File: src/sv/gtc_pkg.sv
package gtc_pkg;

    // Largest millivolt value a channel or baseline may carry after clamping
    localparam int unsigned VOLT_MAX_MV = 5000;

    localparam int unsigned MV_W   = 13;
    localparam int unsigned CONF_W = 7;

    // Gas class codes
    localparam logic [1:0] GAS_CLEAR   = 2'd0;
    localparam logic [1:0] GAS_LPG     = 2'd1;
    localparam logic [1:0] GAS_METHANE = 2'd2;

    // Configuration register indexes
    localparam logic [2:0] CFG_CALIBRATED   = 3'd0;
    localparam logic [2:0] CFG_BASE_LPG_A   = 3'd1;
    localparam logic [2:0] CFG_BASE_LPG_B   = 3'd2;
    localparam logic [2:0] CFG_BASE_LPG_C   = 3'd3;
    localparam logic [2:0] CFG_BASE_METHANE = 3'd4;
    localparam logic [2:0] CFG_DETECT_DELTA = 3'd5;
    localparam logic [2:0] CFG_FULLSCALE    = 3'd6;

    localparam logic [CONF_W-1:0] CONF_FULL = 7'd100;
    localparam logic [CONF_W-1:0] CONF_MIN  = 7'd1;

    typedef struct packed {
        logic [MV_W-1:0] volt_lpg_a;
        logic [MV_W-1:0] volt_lpg_b;
        logic [MV_W-1:0] volt_lpg_c;
        logic [MV_W-1:0] volt_methane;
    } t_in_item;

    typedef struct packed {
        logic [1:0]        gas_class;
        logic [CONF_W-1:0] confidence;
    } t_out_item;

endpackage

File: src/sv/gas_threshold_classifier.sv
// Throughput: one item per cycle while the output is not stalled; an 8-stage
// pipeline whose last four stages hold the confidence divider, two quotient
// bits per stage (one in the last).
// A stalled output holds only the stages behind it that are full.
// Reset (synchronous, active low) empties the pipeline and clears all
// configuration registers to 0.
module gas_threshold_classifier (
    input  logic               i_clk,
    input  logic               i_rst_n,
    input  logic               i_in_valid,
    output logic               o_in_ready,
    input  gtc_pkg::t_in_item  i_in_data,
    output logic               o_out_valid,
    input  logic               i_out_ready,
    output gtc_pkg::t_out_item o_out_data,
    input  logic               i_cfg_valid,
    output logic               o_cfg_ready,
    input  logic [2:0]         i_cfg_index,
    input  logic [12:0]        i_cfg_data
);
    import gtc_pkg::*;

    localparam int unsigned NSTG  = 8;
    localparam int unsigned REM_W = 20;
    localparam logic [16:0] VOLT_MAX_W = 17'(VOLT_MAX_MV);

    typedef struct packed {
        logic [1:0]        gas;
        logic              force_full;
        logic [REM_W-1:0]  rem;
        logic [CONF_W-1:0] quo;
    } t_div;

    // Clamp a millivolt value to the supply limit
    function automatic logic [MV_W-1:0] sat_mv(input logic [MV_W-1:0] v);
        if ({4'b0, v} > VOLT_MAX_W)
            return VOLT_MAX_W[MV_W-1:0];
        return v;
    endfunction

    // One restoring division step producing quotient bit k
    function automatic t_div div_step(input t_div d, input logic [MV_W-1:0] fs,
                                      input logic [2:0] k);
        logic [REM_W-1:0] sh;
        t_div             o;
        sh = REM_W'(fs) << k;
        o  = d;
        if (d.rem >= sh) begin
            o.rem    = d.rem - sh;
            o.quo[k] = 1'b1;
        end
        return o;
    endfunction

    // Configuration registers
    logic            r_calibrated;
    logic [MV_W-1:0] r_base [4];
    logic [MV_W-1:0] r_detect;
    logic [MV_W-1:0] r_fullscale;

    assign o_cfg_ready = 1'b1;

    always_ff @(posedge i_clk) begin
        if (!i_rst_n) begin
            r_calibrated <= 1'b0;
            r_base[0]    <= '0;
            r_base[1]    <= '0;
            r_base[2]    <= '0;
            r_base[3]    <= '0;
            r_detect     <= '0;
            r_fullscale  <= '0;
        end else if (i_cfg_valid) begin
            case (i_cfg_index)
                CFG_CALIBRATED:   r_calibrated <= i_cfg_data[0];
                CFG_BASE_LPG_A:   r_base[0]    <= i_cfg_data;
                CFG_BASE_LPG_B:   r_base[1]    <= i_cfg_data;
                CFG_BASE_LPG_C:   r_base[2]    <= i_cfg_data;
                CFG_BASE_METHANE: r_base[3]    <= i_cfg_data;
                CFG_DETECT_DELTA: r_detect     <= i_cfg_data;
                CFG_FULLSCALE:    r_fullscale  <= i_cfg_data;
                default: ;
            endcase
        end
    end

    // Stage valid bits and per-stage load enables
    logic [NSTG-1:0] r_vld;
    logic [NSTG-1:0] stg_en;

    always_comb begin
        stg_en[NSTG-1] = !r_vld[NSTG-1] || i_out_ready;
        for (int k = NSTG - 2; k >= 0; k--)
            stg_en[k] = !r_vld[k] || stg_en[k+1];
    end

    assign o_in_ready = stg_en[0];

    always_ff @(posedge i_clk) begin
        if (!i_rst_n) begin
            r_vld <= '0;
        end else begin
            if (stg_en[0])
                r_vld[0] <= i_in_valid;
            for (int k = 1; k < NSTG; k++)
                if (stg_en[k])
                    r_vld[k] <= r_vld[k-1];
        end
    end

    // Stage 0: clamp voltages, form detect thresholds
    logic [MV_W-1:0] in_volt [4];
    logic [MV_W-1:0] r0_volt [4];
    logic [MV_W:0]   r0_thr  [4];

    assign in_volt[0] = i_in_data.volt_lpg_a;
    assign in_volt[1] = i_in_data.volt_lpg_b;
    assign in_volt[2] = i_in_data.volt_lpg_c;
    assign in_volt[3] = i_in_data.volt_methane;

    always_ff @(posedge i_clk) begin
        if (stg_en[0]) begin
            for (int c = 0; c < 4; c++) begin
                r0_volt[c] <= sat_mv(in_volt[c]);
                r0_thr[c]  <= {1'b0, sat_mv(r_base[c])} + {1'b0, r_detect};
            end
        end
    end

    // Stage 1: positive excess over threshold per channel
    logic [MV_W-1:0] r1_exc [4];
    logic [MV_W:0]   n1_diff [4];

    always_comb begin
        for (int c = 0; c < 4; c++)
            n1_diff[c] = {1'b0, r0_volt[c]} - r0_thr[c];
    end

    always_ff @(posedge i_clk) begin
        if (stg_en[1]) begin
            for (int c = 0; c < 4; c++)
                r1_exc[c] <= ({1'b0, r0_volt[c]} > r0_thr[c]) ? n1_diff[c][MV_W-1:0] : '0;
        end
    end

    // Stage 2: largest excess within each group
    logic [MV_W-1:0] r2_lpg;
    logic [MV_W-1:0] r2_meth;
    logic [MV_W-1:0] n2_ab;

    assign n2_ab = (r1_exc[1] > r1_exc[0]) ? r1_exc[1] : r1_exc[0];

    always_ff @(posedge i_clk) begin
        if (stg_en[2]) begin
            r2_lpg  <= (r1_exc[2] > n2_ab) ? r1_exc[2] : n2_ab;
            r2_meth <= r1_exc[3];
        end
    end

    // Stage 3: pick the winning group, scale excess by 100 for the divider
    t_div            r_div [3:6];
    t_div            n3_div;
    logic [MV_W-1:0] n3_exc;
    logic            n3_none;

    always_comb begin
        n3_none = !r_calibrated || (r2_lpg == '0 && r2_meth == '0);
        if (r2_lpg >= r2_meth) begin
            n3_div.gas = GAS_LPG;
            n3_exc     = r2_lpg;
        end else begin
            n3_div.gas = GAS_METHANE;
            n3_exc     = r2_meth;
        end
        if (n3_none)
            n3_div.gas = GAS_CLEAR;
        // At or beyond the span the quotient is at least 100: saturate
        n3_div.force_full = n3_none || r_fullscale == '0 || n3_exc >= r_fullscale;
        n3_div.rem        = REM_W'(n3_exc) * REM_W'(CONF_FULL);
        n3_div.quo        = '0;
    end

    always_ff @(posedge i_clk) begin
        if (stg_en[3])
            r_div[3] <= n3_div;
    end

    // Stages 4 to 6: two quotient bits each
    always_ff @(posedge i_clk) begin
        if (stg_en[4])
            r_div[4] <= div_step(div_step(r_div[3], r_fullscale, 3'd6), r_fullscale, 3'd5);
        if (stg_en[5])
            r_div[5] <= div_step(div_step(r_div[4], r_fullscale, 3'd4), r_fullscale, 3'd3);
        if (stg_en[6])
            r_div[6] <= div_step(div_step(r_div[5], r_fullscale, 3'd2), r_fullscale, 3'd1);
    end

    // Stage 7: last quotient bit, clamp and output register
    t_div      n7_div;
    t_out_item r_out;

    assign n7_div = div_step(r_div[6], r_fullscale, 3'd0);

    always_ff @(posedge i_clk) begin
        if (stg_en[7]) begin
            r_out.gas_class <= n7_div.gas;
            if (n7_div.force_full)
                r_out.confidence <= CONF_FULL;
            else if (n7_div.quo == '0)
                r_out.confidence <= CONF_MIN;
            else
                r_out.confidence <= n7_div.quo;
        end
    end

    assign o_out_valid = r_vld[NSTG-1];
    assign o_out_data  = r_out;

`ifndef SYNTHESIS
    a_conf_range: assert property (@(posedge i_clk) disable iff (!i_rst_n)
        o_out_valid |-> (o_out_data.confidence >= CONF_MIN &&
                         o_out_data.confidence <= CONF_FULL))
        else $error("confidence out of range");

    a_clear_full: assert property (@(posedge i_clk) disable iff (!i_rst_n)
        (o_out_valid && o_out_data.gas_class == GAS_CLEAR) |->
            o_out_data.confidence == CONF_FULL)
        else $error("clear result without full confidence");

    a_uncal_clear: assert property (@(posedge i_clk) disable iff (!i_rst_n)
        (o_out_valid && !r_calibrated) |-> o_out_data.gas_class == GAS_CLEAR)
        else $error("detection reported while not calibrated");

    a_class_code: assert property (@(posedge i_clk) disable iff (!i_rst_n)
        o_out_valid |-> (o_out_data.gas_class == GAS_CLEAR ||
                         o_out_data.gas_class == GAS_LPG ||
                         o_out_data.gas_class == GAS_METHANE))
        else $error("invalid gas class code");

    a_ready_empty: assert property (@(posedge i_clk) disable iff (!i_rst_n)
        !r_vld[NSTG-1] |-> o_in_ready)
        else $error("input stalled with empty output stage");
`endif

endmodule

File: config.mk
export PLATFORM = sky130hd
export DESIGN_NAME = gas_threshold_classifier
export DESIGN_NICKNAME = d
export VERILOG_FILES = /design/src/sv/gtc_pkg.sv /design/src/sv/gas_threshold_classifier.sv
export SDC_FILE = /design/constraint.sdc
export NUM_CORES = 1
export LEC_CHECK = 0
export ABC_AREA = 1
export BUFFER_PORTS_ARGS = -buffer_cell sky130_fd_sc_hd__clkbuf_2
export CAP_MARGIN = 0
export CORE_MARGIN = 4
export CORE_UTILIZATION = 69
export DETAILED_ROUTE_END_ITERATION = 16
export HOLD_SLACK_MARGIN = 0.12
export PLACE_DENSITY = 0.93
export RECOVER_POWER = 50
export SLEW_MARGIN = 20
export SYNTH_ARGS = -nofsm -noshare
export SYNTH_HDL_FRONTEND = slang
export SYNTH_SLANG_ARGS = --single-unit
export TNS_END_PERCENT = 30
File: constraint.sdc
create_clock -name i_clk -period 21 [get_ports i_clk]
set_input_delay 3.15 -clock i_clk [delete_from_list [all_inputs] [get_ports i_clk]]
set_output_delay 3.15 -clock i_clk [all_outputs]
set_load 0.01 [all_outputs]
==> reports/results.md, run 1 <==
• r_div[0][147] — worst hold path endpoint
• 0.414 ns — Worst Hold Margin
• 3643 — # placed instances
• 0 — remaining design rule violation count
• 0 — instance count along the most critical hold path
• 22.7k — total vias in the final route
• 0.0264 mm² — synthesized cell area
• 379 — clock sink count
• 0 — post-cts gate resize count
• 3558 — final layout net count
• 85 — I/O pin total
• 0.06 ns — clock-pin slew reported for the worst setup and hold paths after clock tree synthesis
• 82 — pin count of the biggest net entering global routing
• 84.9 MHz — highest clock frequency the design can meet
• r_div[0][117] — worst min-delay path startpoint
• 45 — max-slew violation total from the final report
• 7 — first-pass detailed-route iteration total
• 0.349 — overall routing resource usage
• 2.71 mW — internal power summed over all cells
• 17 — depth of the worst register-to-register path
• 0 — sum of overflow across all layers after global routing
• 14.13 ns — Register-to-Register Setup Slack
• 19.5 µm — post-DR wirelength/cell
• 30 — peak fanout along the critical path
• 72600 µm — DRT Wirelength
• 0 — initial antenna violation count
• 0 — fraction of registers with async set/reset
• 0.58 ns — Worst-Skew Late Latency
• 0.0273 mm² — Post-DP Area
• 0.606 — combinational power share
• 344 — number of synthesized flops with an enable pin
• false — setup repair after global routing missed its margin
• 0.0286 mm² — cell area after layout
• output port — kind of end point of the critical path
• sky130_fd_sc_hd__nand2_1, sky130_fd_sc_hd__inv_1, sky130_fd_sc_hd__edfxtp_1, sky130_fd_sc_hd__nor2_1, sky130_fd_sc_hd__ha_1 — most numerous cell types in the synthesized netlist
• 3470 — post-synthesis net count
• sky130_fd_sc_hd__clkbuf_16 — clock root buffer
• 3716 — non-filler instance count after layout
• 8.54 µm² — mean post-synth cell area
• 5.11 mW — Power Total
• sky130_fd_sc_hd__edfxtp_1, sky130_fd_sc_hd__ha_1, sky130_fd_sc_hd__nand2_1 — largest cells by area after synthesis
• r0_volt[2][7] — destination of the worst register-to-register timing path
• 53 — Netlist cell types
• 71 — number of core rows
• 9.22 ns — worst-case setup margin in the final layout
• 0.962 — final weighted congestion of routability-driven global placement
• 2.40 mW — net load switching power
• primary input — CP startpoint kind
• -0.218 — Max-slew headroom
• 53900 µm — Detailed Place HPWL
• r_vld[7] — reg-to-reg critical path startpoint
• 379 — post-synthesis sequential element count
• 40 — cts bufs inserted
• 0.0377 mm² — Core Area
• 0.0224 ns — worst clock skew
• sky130_fd_sc_hd__nand2_1 — most instantiated library cell after synthesis
• 0.469 — proportion of total power due to net switching
• 0.418 — Seq/Total Area, Yosys
• 0 — antenna diode instance count
• 203 µm — horizontal die dimension
• 10.30 ns — Post-Place Setup Slack
• 0 — Yosys warning total
• 3 — CTS max path bufs
• sky130_fd_sc_hd__edfxtp_1 — biggest area consumer among synthesized cells
• 0 — post-route antenna net violation count
• 0 — hold buffer count at cts
• 114000 µm — wire length of the first global-routing pass
• 17.85 ns — Critical Path RT
• 83 — # port buffers
• 0.145 — clock network power share
• in -> out — worst setup path class
• 2 — CTS HTree Levels
• 0.249 — sequential fraction of design power
• 0.0680 — proportion of layout cells with a drive suffix above 1
• 178 mW/mm² — power density relative to cell area
• 0.760 — share of the core filled with cells in the final layout
• 8.63% — area growth from synthesis to final layout
• 203 µm — die outline height
• 0 — Hold Fails Final Rpt
• 113 µV — peak supply drop
• 6.10 — number of vias per cell after detailed routing
• 0 ns — final total negative setup slack
• reg -> reg — worst min-delay path category
• 0 — number of failing setup endpoints in the final timing report
• max-capacitance violations, max-slew violations — violated checks
• complete, but fails checks — outcome
• 1.83 ns — measured slew at the worst slew-check pin
• 0.561 — period utilization
• i_out_ready — startpoint of the worst setup timing path
• 2 — max-capacitance violation count
• 11.78 ns — final critical delay including setup and external delays
• 8.63 ns — critical path data arrival time
• 22.5k — number of global-route vias before repair
• 0.0414 mm² — Die Footprint
• built — TritonCTS clock tree
• 2406 — violation count after the first detailed-route iteration
• 3086 — post-synthesis instance total
• 0.392 — area share of the leading cell type in the synthesized netlist
• 0.700 — effective utilization at floorplan
• 0 — buffer count from post-CTS setup fixing
• sky130_fd_sc_hd__edfxtp_1 — Synth Flop Type
• 13.7 nW — leakage power
## final cells by class
cell class / instances / area (µm²)
multi-input combinational: 2182 / 13300
sequential: 379 / 11000
fill: 2518 / 9020
inverter: 467 / 1760
clock buffer: 55 / 1150
tap: 511 / 639
timing repair buffer: 104 / 533
clock inverter: 18 / 233
## layout by cell type, fill, tap and decap left out, drive strengths merged, types with 2 or more instances in the layout
cell type,instances
nand3b,8
nor3b,2
and2,6
ha,289
o21ai,187
o21a,7
o2111ai,3
o31ai,4
buf,16
o211ai,12
nor3,24
clkinvlp,5
o21bai,14
dfxtp,35
or2,40
a21oi,247
o211a,2
nor4,23
inv,465
nand4,61
edfxtp,344
o221ai,6
bufinv,4
fa,22
a21o,12
clkinv,11
nand2,620
and3,2
xnor2,56
clkbuf,143
nor2,292
xor2,79
a31oi,14
a21boi,6
nand3,136
## routing by layer
layer | part of all wire | wire, µm | vias up | GRT usage
met5 | 0 | 0 | - | 0
met4 | 0.067 | 4850 | 0 | 0.188
met3 | 0.090 | 6500 | 358 | 0.0606
met2 | 0.48 | 35000 | 1229 | 0.608
met1 | 0.36 | 26300 | 10500 | 0.413
li1 | - | - | 10600 | -
## state kept, by name (all words and copies together), names as in the netlist
| register | flops |
|---|---|
| o_out_data | 9 |
| r_fullscale | 13 |
| r0_volt | 52 |
| r2_lpg | 13 |
| r0_thr | 56 |
| r1_exc | 52 |
| r_detect | 13 |
| r_base | 52 |
| r_calibrated | 1 |
| r2_meth | 13 |
| r_vld | 8 |
| r_div | 97 |
## kinds of logic (layout without fill, tap and decap cells)
logic type | Yosys count | count (layout) | synth area share
DFF | 379 | 379 | 0.418
AOI/OAI and AO/OA | 519 | 519 | 0.107
adders and majority gates | 311 | 311 | 0.154
buffers and inverters | 525 | 644 | 0.0773
xor gates and xnor gates | 135 | 135 | 0.0448
other | 1 | 1 | 0.000142
and+or+nand+nor | 1216 | 1216 | 0.199
## worst max-delay path, cell delays in order
cell                       delay, ns
sky130_fd_sc_hd__clkbuf_2       0.07
sky130_fd_sc_hd__nor2_1         0.03
sky130_fd_sc_hd__inv_1          0.31
sky130_fd_sc_hd__nor2_1         0.07
sky130_fd_sc_hd__inv_1          0.08
sky130_fd_sc_hd__clkbuf_1       1.32
sky130_fd_sc_hd__nor2_1         0.08
sky130_fd_sc_hd__inv_1          0.14
sky130_fd_sc_hd__nor2_1         0.06
sky130_fd_sc_hd__inv_1          0.65
sky130_fd_sc_hd__nor2_1         0.08
sky130_fd_sc_hd__inv_1          0.65
sky130_fd_sc_hd__nor2_1         0.08
sky130_fd_sc_hd__inv_1          0.83
sky130_fd_sc_hd__nor2_1         0.32
sky130_fd_sc_hd__nand2_4        0.44
sky130_fd_sc_hd__clkbuf_2       0.22
## worst max path at each step
stage	end	slack (ns)	depth (start not counted)
after floorplan	o_in_ready	8.77	14
after global placement	o_in_ready	10.66	17
after detailed placement	o_in_ready	10.30	17
after CTS	o_in_ready	10.28	17
after global routing	o_in_ready	8.69	17
final	o_in_ready	9.22	17
## power groups by stage
stage	Clock (mW)	Combinational [mW]	Sequential [mW]
2_1_floorplan	0	2.36	1.21
3_3_place_gp	0	2.89	1.27
3_5_place_dp	0	3.02	1.28
4_1_cts	0.740	3.06	1.27
5_1_grt	0.773	3.51	1.28
6_report	0.742	3.10	1.27
Note: power is estimated with default switching activity, not from simulation.
==> run 2, diff against run 1 <==
--- a/config.mk
+++ b/config.mk
@@ -5,14 +5,14 @@
 export SDC_FILE = /design/constraint.sdc
 export NUM_CORES = 1
 export LEC_CHECK = 0
-export ABC_AREA = 1
+export ABC_AREA = 0
 export BUFFER_PORTS_ARGS = -buffer_cell sky130_fd_sc_hd__clkbuf_2
 export CAP_MARGIN = 0
 export CORE_MARGIN = 4
-export CORE_UTILIZATION = 69
+export CORE_UTILIZATION = 64
 export DETAILED_ROUTE_END_ITERATION = 16
 export HOLD_SLACK_MARGIN = 0.12
-export PLACE_DENSITY = 0.93
+export PLACE_DENSITY = 0.88
 export RECOVER_POWER = 50
 export SLEW_MARGIN = 20
 export SYNTH_ARGS = -nofsm -noshare
==> constraint.sdc (replaced) <==
create_clock -name i_clk -period 11 [get_ports i_clk]
set_input_delay 1.65 -clock i_clk [delete_from_list [all_inputs] [get_ports i_clk]]
set_output_delay 1.65 -clock i_clk [all_outputs]
set_load 0.01 [all_outputs]
==> reports/results.md, run 2 <==
• 6.47 ns — critical path data arrival time
• 0 — post-cts gate resize count
• 379 — post-synthesis sequential element count
• 0 — Yosys warning total
• -0.308 — Max-slew headroom
• 65000 µm — DRT Wirelength
• 2546 — post-synthesis instance total
• 2930 — post-synthesis net count
• reg -> reg — worst setup path class
• flip-flop — kind of end point of the critical path
• built — TritonCTS clock tree
• 0.57 ns — Worst-Skew Late Latency
• sky130_fd_sc_hd__edfxtp_1, sky130_fd_sc_hd__ha_1, sky130_fd_sc_hd__inv_1, sky130_fd_sc_hd__nor2_1, sky130_fd_sc_hd__nand2_1 — most numerous cell types in the synthesized netlist
• 379 — clock sink count
• 97 — max FFs per register
• 42 — cts bufs inserted
• 4.82 ns — Register-to-Register Setup Slack
• complete, but fails checks — outcome
• 0.562 — period utilization
• 0.0440 mm² — Die Footprint
• 0 — number of failing setup endpoints in the final timing report
• sky130_fd_sc_hd__edfxtp_1 — Synth Flop Type
• 0 ns — final total negative setup slack
• 6.18 ns — final critical delay including setup and external delays
• 0 — buffer count from post-CTS setup fixing
• 0 — Hold Fails Final Rpt
• r1_exc[3][8] — worst min-delay path startpoint
• 83 — # port buffers
• r_div — largest register by flop count
• 26 — depth of the worst register-to-register path
• 10.2 µm² — mean post-synth cell area
• 1896 — violation count after the first detailed-route iteration
• r_div[0][115] — destination of the worst register-to-register timing path
• 0.0261 mm² — synthesized cell area
• r2_meth[8] — worst hold path endpoint
• 0.0285 ns — worst clock skew
• 11.9 nW — leakage power
• 162 MHz — highest clock frequency the design can meet
• 0.289 — overall routing resource usage
• 0.0400 mm² — Core Area
• 1.96 ns — measured slew at the worst slew-check pin
• 102000 µm — wire length of the first global-routing pass
• reg -> reg — worst min-delay path category
• 73 — number of core rows
• 86 — Netlist cell types
• sky130_fd_sc_hd__edfxtp_1 — most instantiated library cell after synthesis
• 0.651 — effective utilization at floorplan
• 2 — CTS HTree Levels
• 0.970 — final weighted congestion of routability-driven global placement
• 8.90 mW — Power Total
• 3 — CTS max path bufs
• 14 — peak fanout along the critical path
• max-capacitance violations, max-slew violations — violated checks
• 178 µV — peak supply drop
• 19.8k — number of global-route vias before repair
• 2 — initial antenna violation count
• 210 µm — die outline height
• 2 — max-capacitance violation count
• 20.2k — total vias in the final route
• 20.4 µm — post-DR wirelength/cell
• r_div x97, r0_thr x56 — Regs by FF count
• 344 — number of synthesized flops with an enable pin
• 48000 µm — Detailed Place HPWL
• 85 — I/O pin total
• 0.05 ns — clock-pin slew reported for the worst setup and hold paths after clock tree synthesis
• 210 µm — horizontal die dimension
• 6.32 — number of vias per cell after detailed routing
• 314 mW/mm² — power density relative to cell area
• 0.0739 — proportion of layout cells with a drive suffix above 1
• sky130_fd_sc_hd__edfxtp_1 — most frequent standard cell in the layout excluding fill and tap cells
• 0 — instance count along the most critical hold path
• 8 — first-pass detailed-route iteration total
• 0 — sum of overflow across all layers after global routing
• 0 — fraction of registers with async set/reset
• sky130_fd_sc_hd__edfxtp_1, sky130_fd_sc_hd__ha_1, sky130_fd_sc_hd__xnor2_1 — largest cells by area after synthesis
• r2_lpg[1] — reg-to-reg critical path startpoint
• 52 — max-slew violation total from the final report
• 0 — remaining design rule violation count
• 0.423 — Seq/Total Area, Yosys
• flip-flop — CP startpoint kind
• 2830 — count of fill cells added during filler insertion
• 0 — post-route antenna net violation count
• 11.29 ns — Critical Path RT
• sky130_fd_sc_hd__edfxtp_1 — biggest area consumer among synthesized cells
• 0 — hold buffer count at cts
• 0.396 — area share of the leading cell type in the synthesized netlist
• 3017 — final layout net count
• sky130_fd_sc_hd__edfxtp_1, sky130_fd_sc_hd__ha_1, sky130_fd_sc_hd__inv_1, sky130_fd_sc_hd__nor2_1, sky130_fd_sc_hd__nand2_1 — commonest non-fill, non-tap cells in the layout
• sky130_fd_sc_hd__clkbuf_16 — clock root buffer
• false — setup repair after global routing missed its margin
• 63 — pin count of the biggest net entering global routing
• 8.80% — area growth from synthesis to final layout
==> run 2: cell types whose count changed after synthesis, sizes merged, moves of 80 or more <==
cell | previous run | this run
and2 | 6 | 127
nand2 | 620 | 173
a21oi | 247 | 167
o21ai | 187 | 103
nor2 | 292 | 175
inv | 466 | 206
nand3 | 136 | 44
==> run 2: through the flow <==
step,util,cells,cell area [µm²],hold slack [ns],setup slack (ns)
4_1_cts,0.710,3190,28400,0.415,4.96
2_1_floorplan,-,2546,26100,0.400,4.53
5_1_grt,0.709,3190,28300,0.421,4.35
3_5_place_dp,0.675,3114,27000,0.405,4.98
6_report,0.709,3192,28400,0.416,4.82
3_3_place_gp,0.675,3114,27000,0.403,5.30
==> run 2: worst max-delay path by stage <==
stage,end,start,cells after the start
global placement,r_div[0][200],r_fullscale[0],19
floorplan,o_in_ready,i_out_ready,6
global route,r_div[0][200],r_fullscale[1],18
finish,r_div[0][115],r2_lpg[1],26
detailed placement,r_div[0][200],r_fullscale[1],18
CTS,r_div[0][200],r_fullscale[1],18
==> run 2: kinds of logic (layout without fill, tap and decap cells) <==
family          Yosys count  in the layout  synth area share
fa+ha+maj               311            311             0.156
flops                   379            379             0.423
buf+inv                 261            380            0.0392
compound gates          507            507             0.126
simple gates            852            852             0.169
mux                      91             91            0.0381
xor+xnor                144            144            0.0484
other cells               1              3          0.000144
==> run 2: final cells by class <==
class / count / area, µm² / share of cell area
tap: 525 / 657 / 0.0232
multi-input combinational: 1906 / 14000 / 0.494
clock buffer: 54 / 1150 / 0.0405
inverter: 206 / 776 / 0.0274
timing repair buffer: 98 / 487 / 0.0172
antenna: 2 / 5.00 / 0.000177
clock inverter: 22 / 241 / 0.00852
sequential: 379 / 11000 / 0.389
==> run 2: routing by layer <==
layer,track usage,routed length (µm)
met3,0.0577,6020
met5,0,0
met1,0.384,26500
met2,0.469,29700
met4,0.115,2760
==> run 2: power breakdown <==
group | switching (mW) | internal, mW
registers | 0.214 | 2.11
clock network | 0.580 | 0.855
logic | 2.86 | 2.29
total | 3.65 | 5.25
==> run 2: worst max-delay path, cell delays in order (launching register included) <==
cell and delay (ns):
sky130_fd_sc_hd__edfxtp_1 0.44, sky130_fd_sc_hd__ha_1 0.34, sky130_fd_sc_hd__nor2b_1 0.14, sky130_fd_sc_hd__o21a_1 0.16
sky130_fd_sc_hd__o21a_1 0.17, sky130_fd_sc_hd__o21a_1 0.16, sky130_fd_sc_hd__o21a_1 0.17, sky130_fd_sc_hd__o31ai_1 0.22
sky130_fd_sc_hd__a21oi_1 0.09, sky130_fd_sc_hd__clkbuf_1 0.44, sky130_fd_sc_hd__mux2i_1 0.29, sky130_fd_sc_hd__nand2_1 0.14
sky130_fd_sc_hd__ha_1 0.33, sky130_fd_sc_hd__ha_1 0.28, sky130_fd_sc_hd__inv_1 0.05, sky130_fd_sc_hd__fa_1 0.50
sky130_fd_sc_hd__inv_1 0.05, sky130_fd_sc_hd__ha_1 0.32, sky130_fd_sc_hd__a21o_1 0.19, sky130_fd_sc_hd__a21oi_1 0.23
sky130_fd_sc_hd__o21bai_1 0.10, sky130_fd_sc_hd__a21oi_1 0.25, sky130_fd_sc_hd__nor2_1 0.10, sky130_fd_sc_hd__o2111ai_1 0.18
sky130_fd_sc_hd__nand2_1 0.10, sky130_fd_sc_hd__o41ai_1 0.35, sky130_fd_sc_hd__xnor2_1 0.10
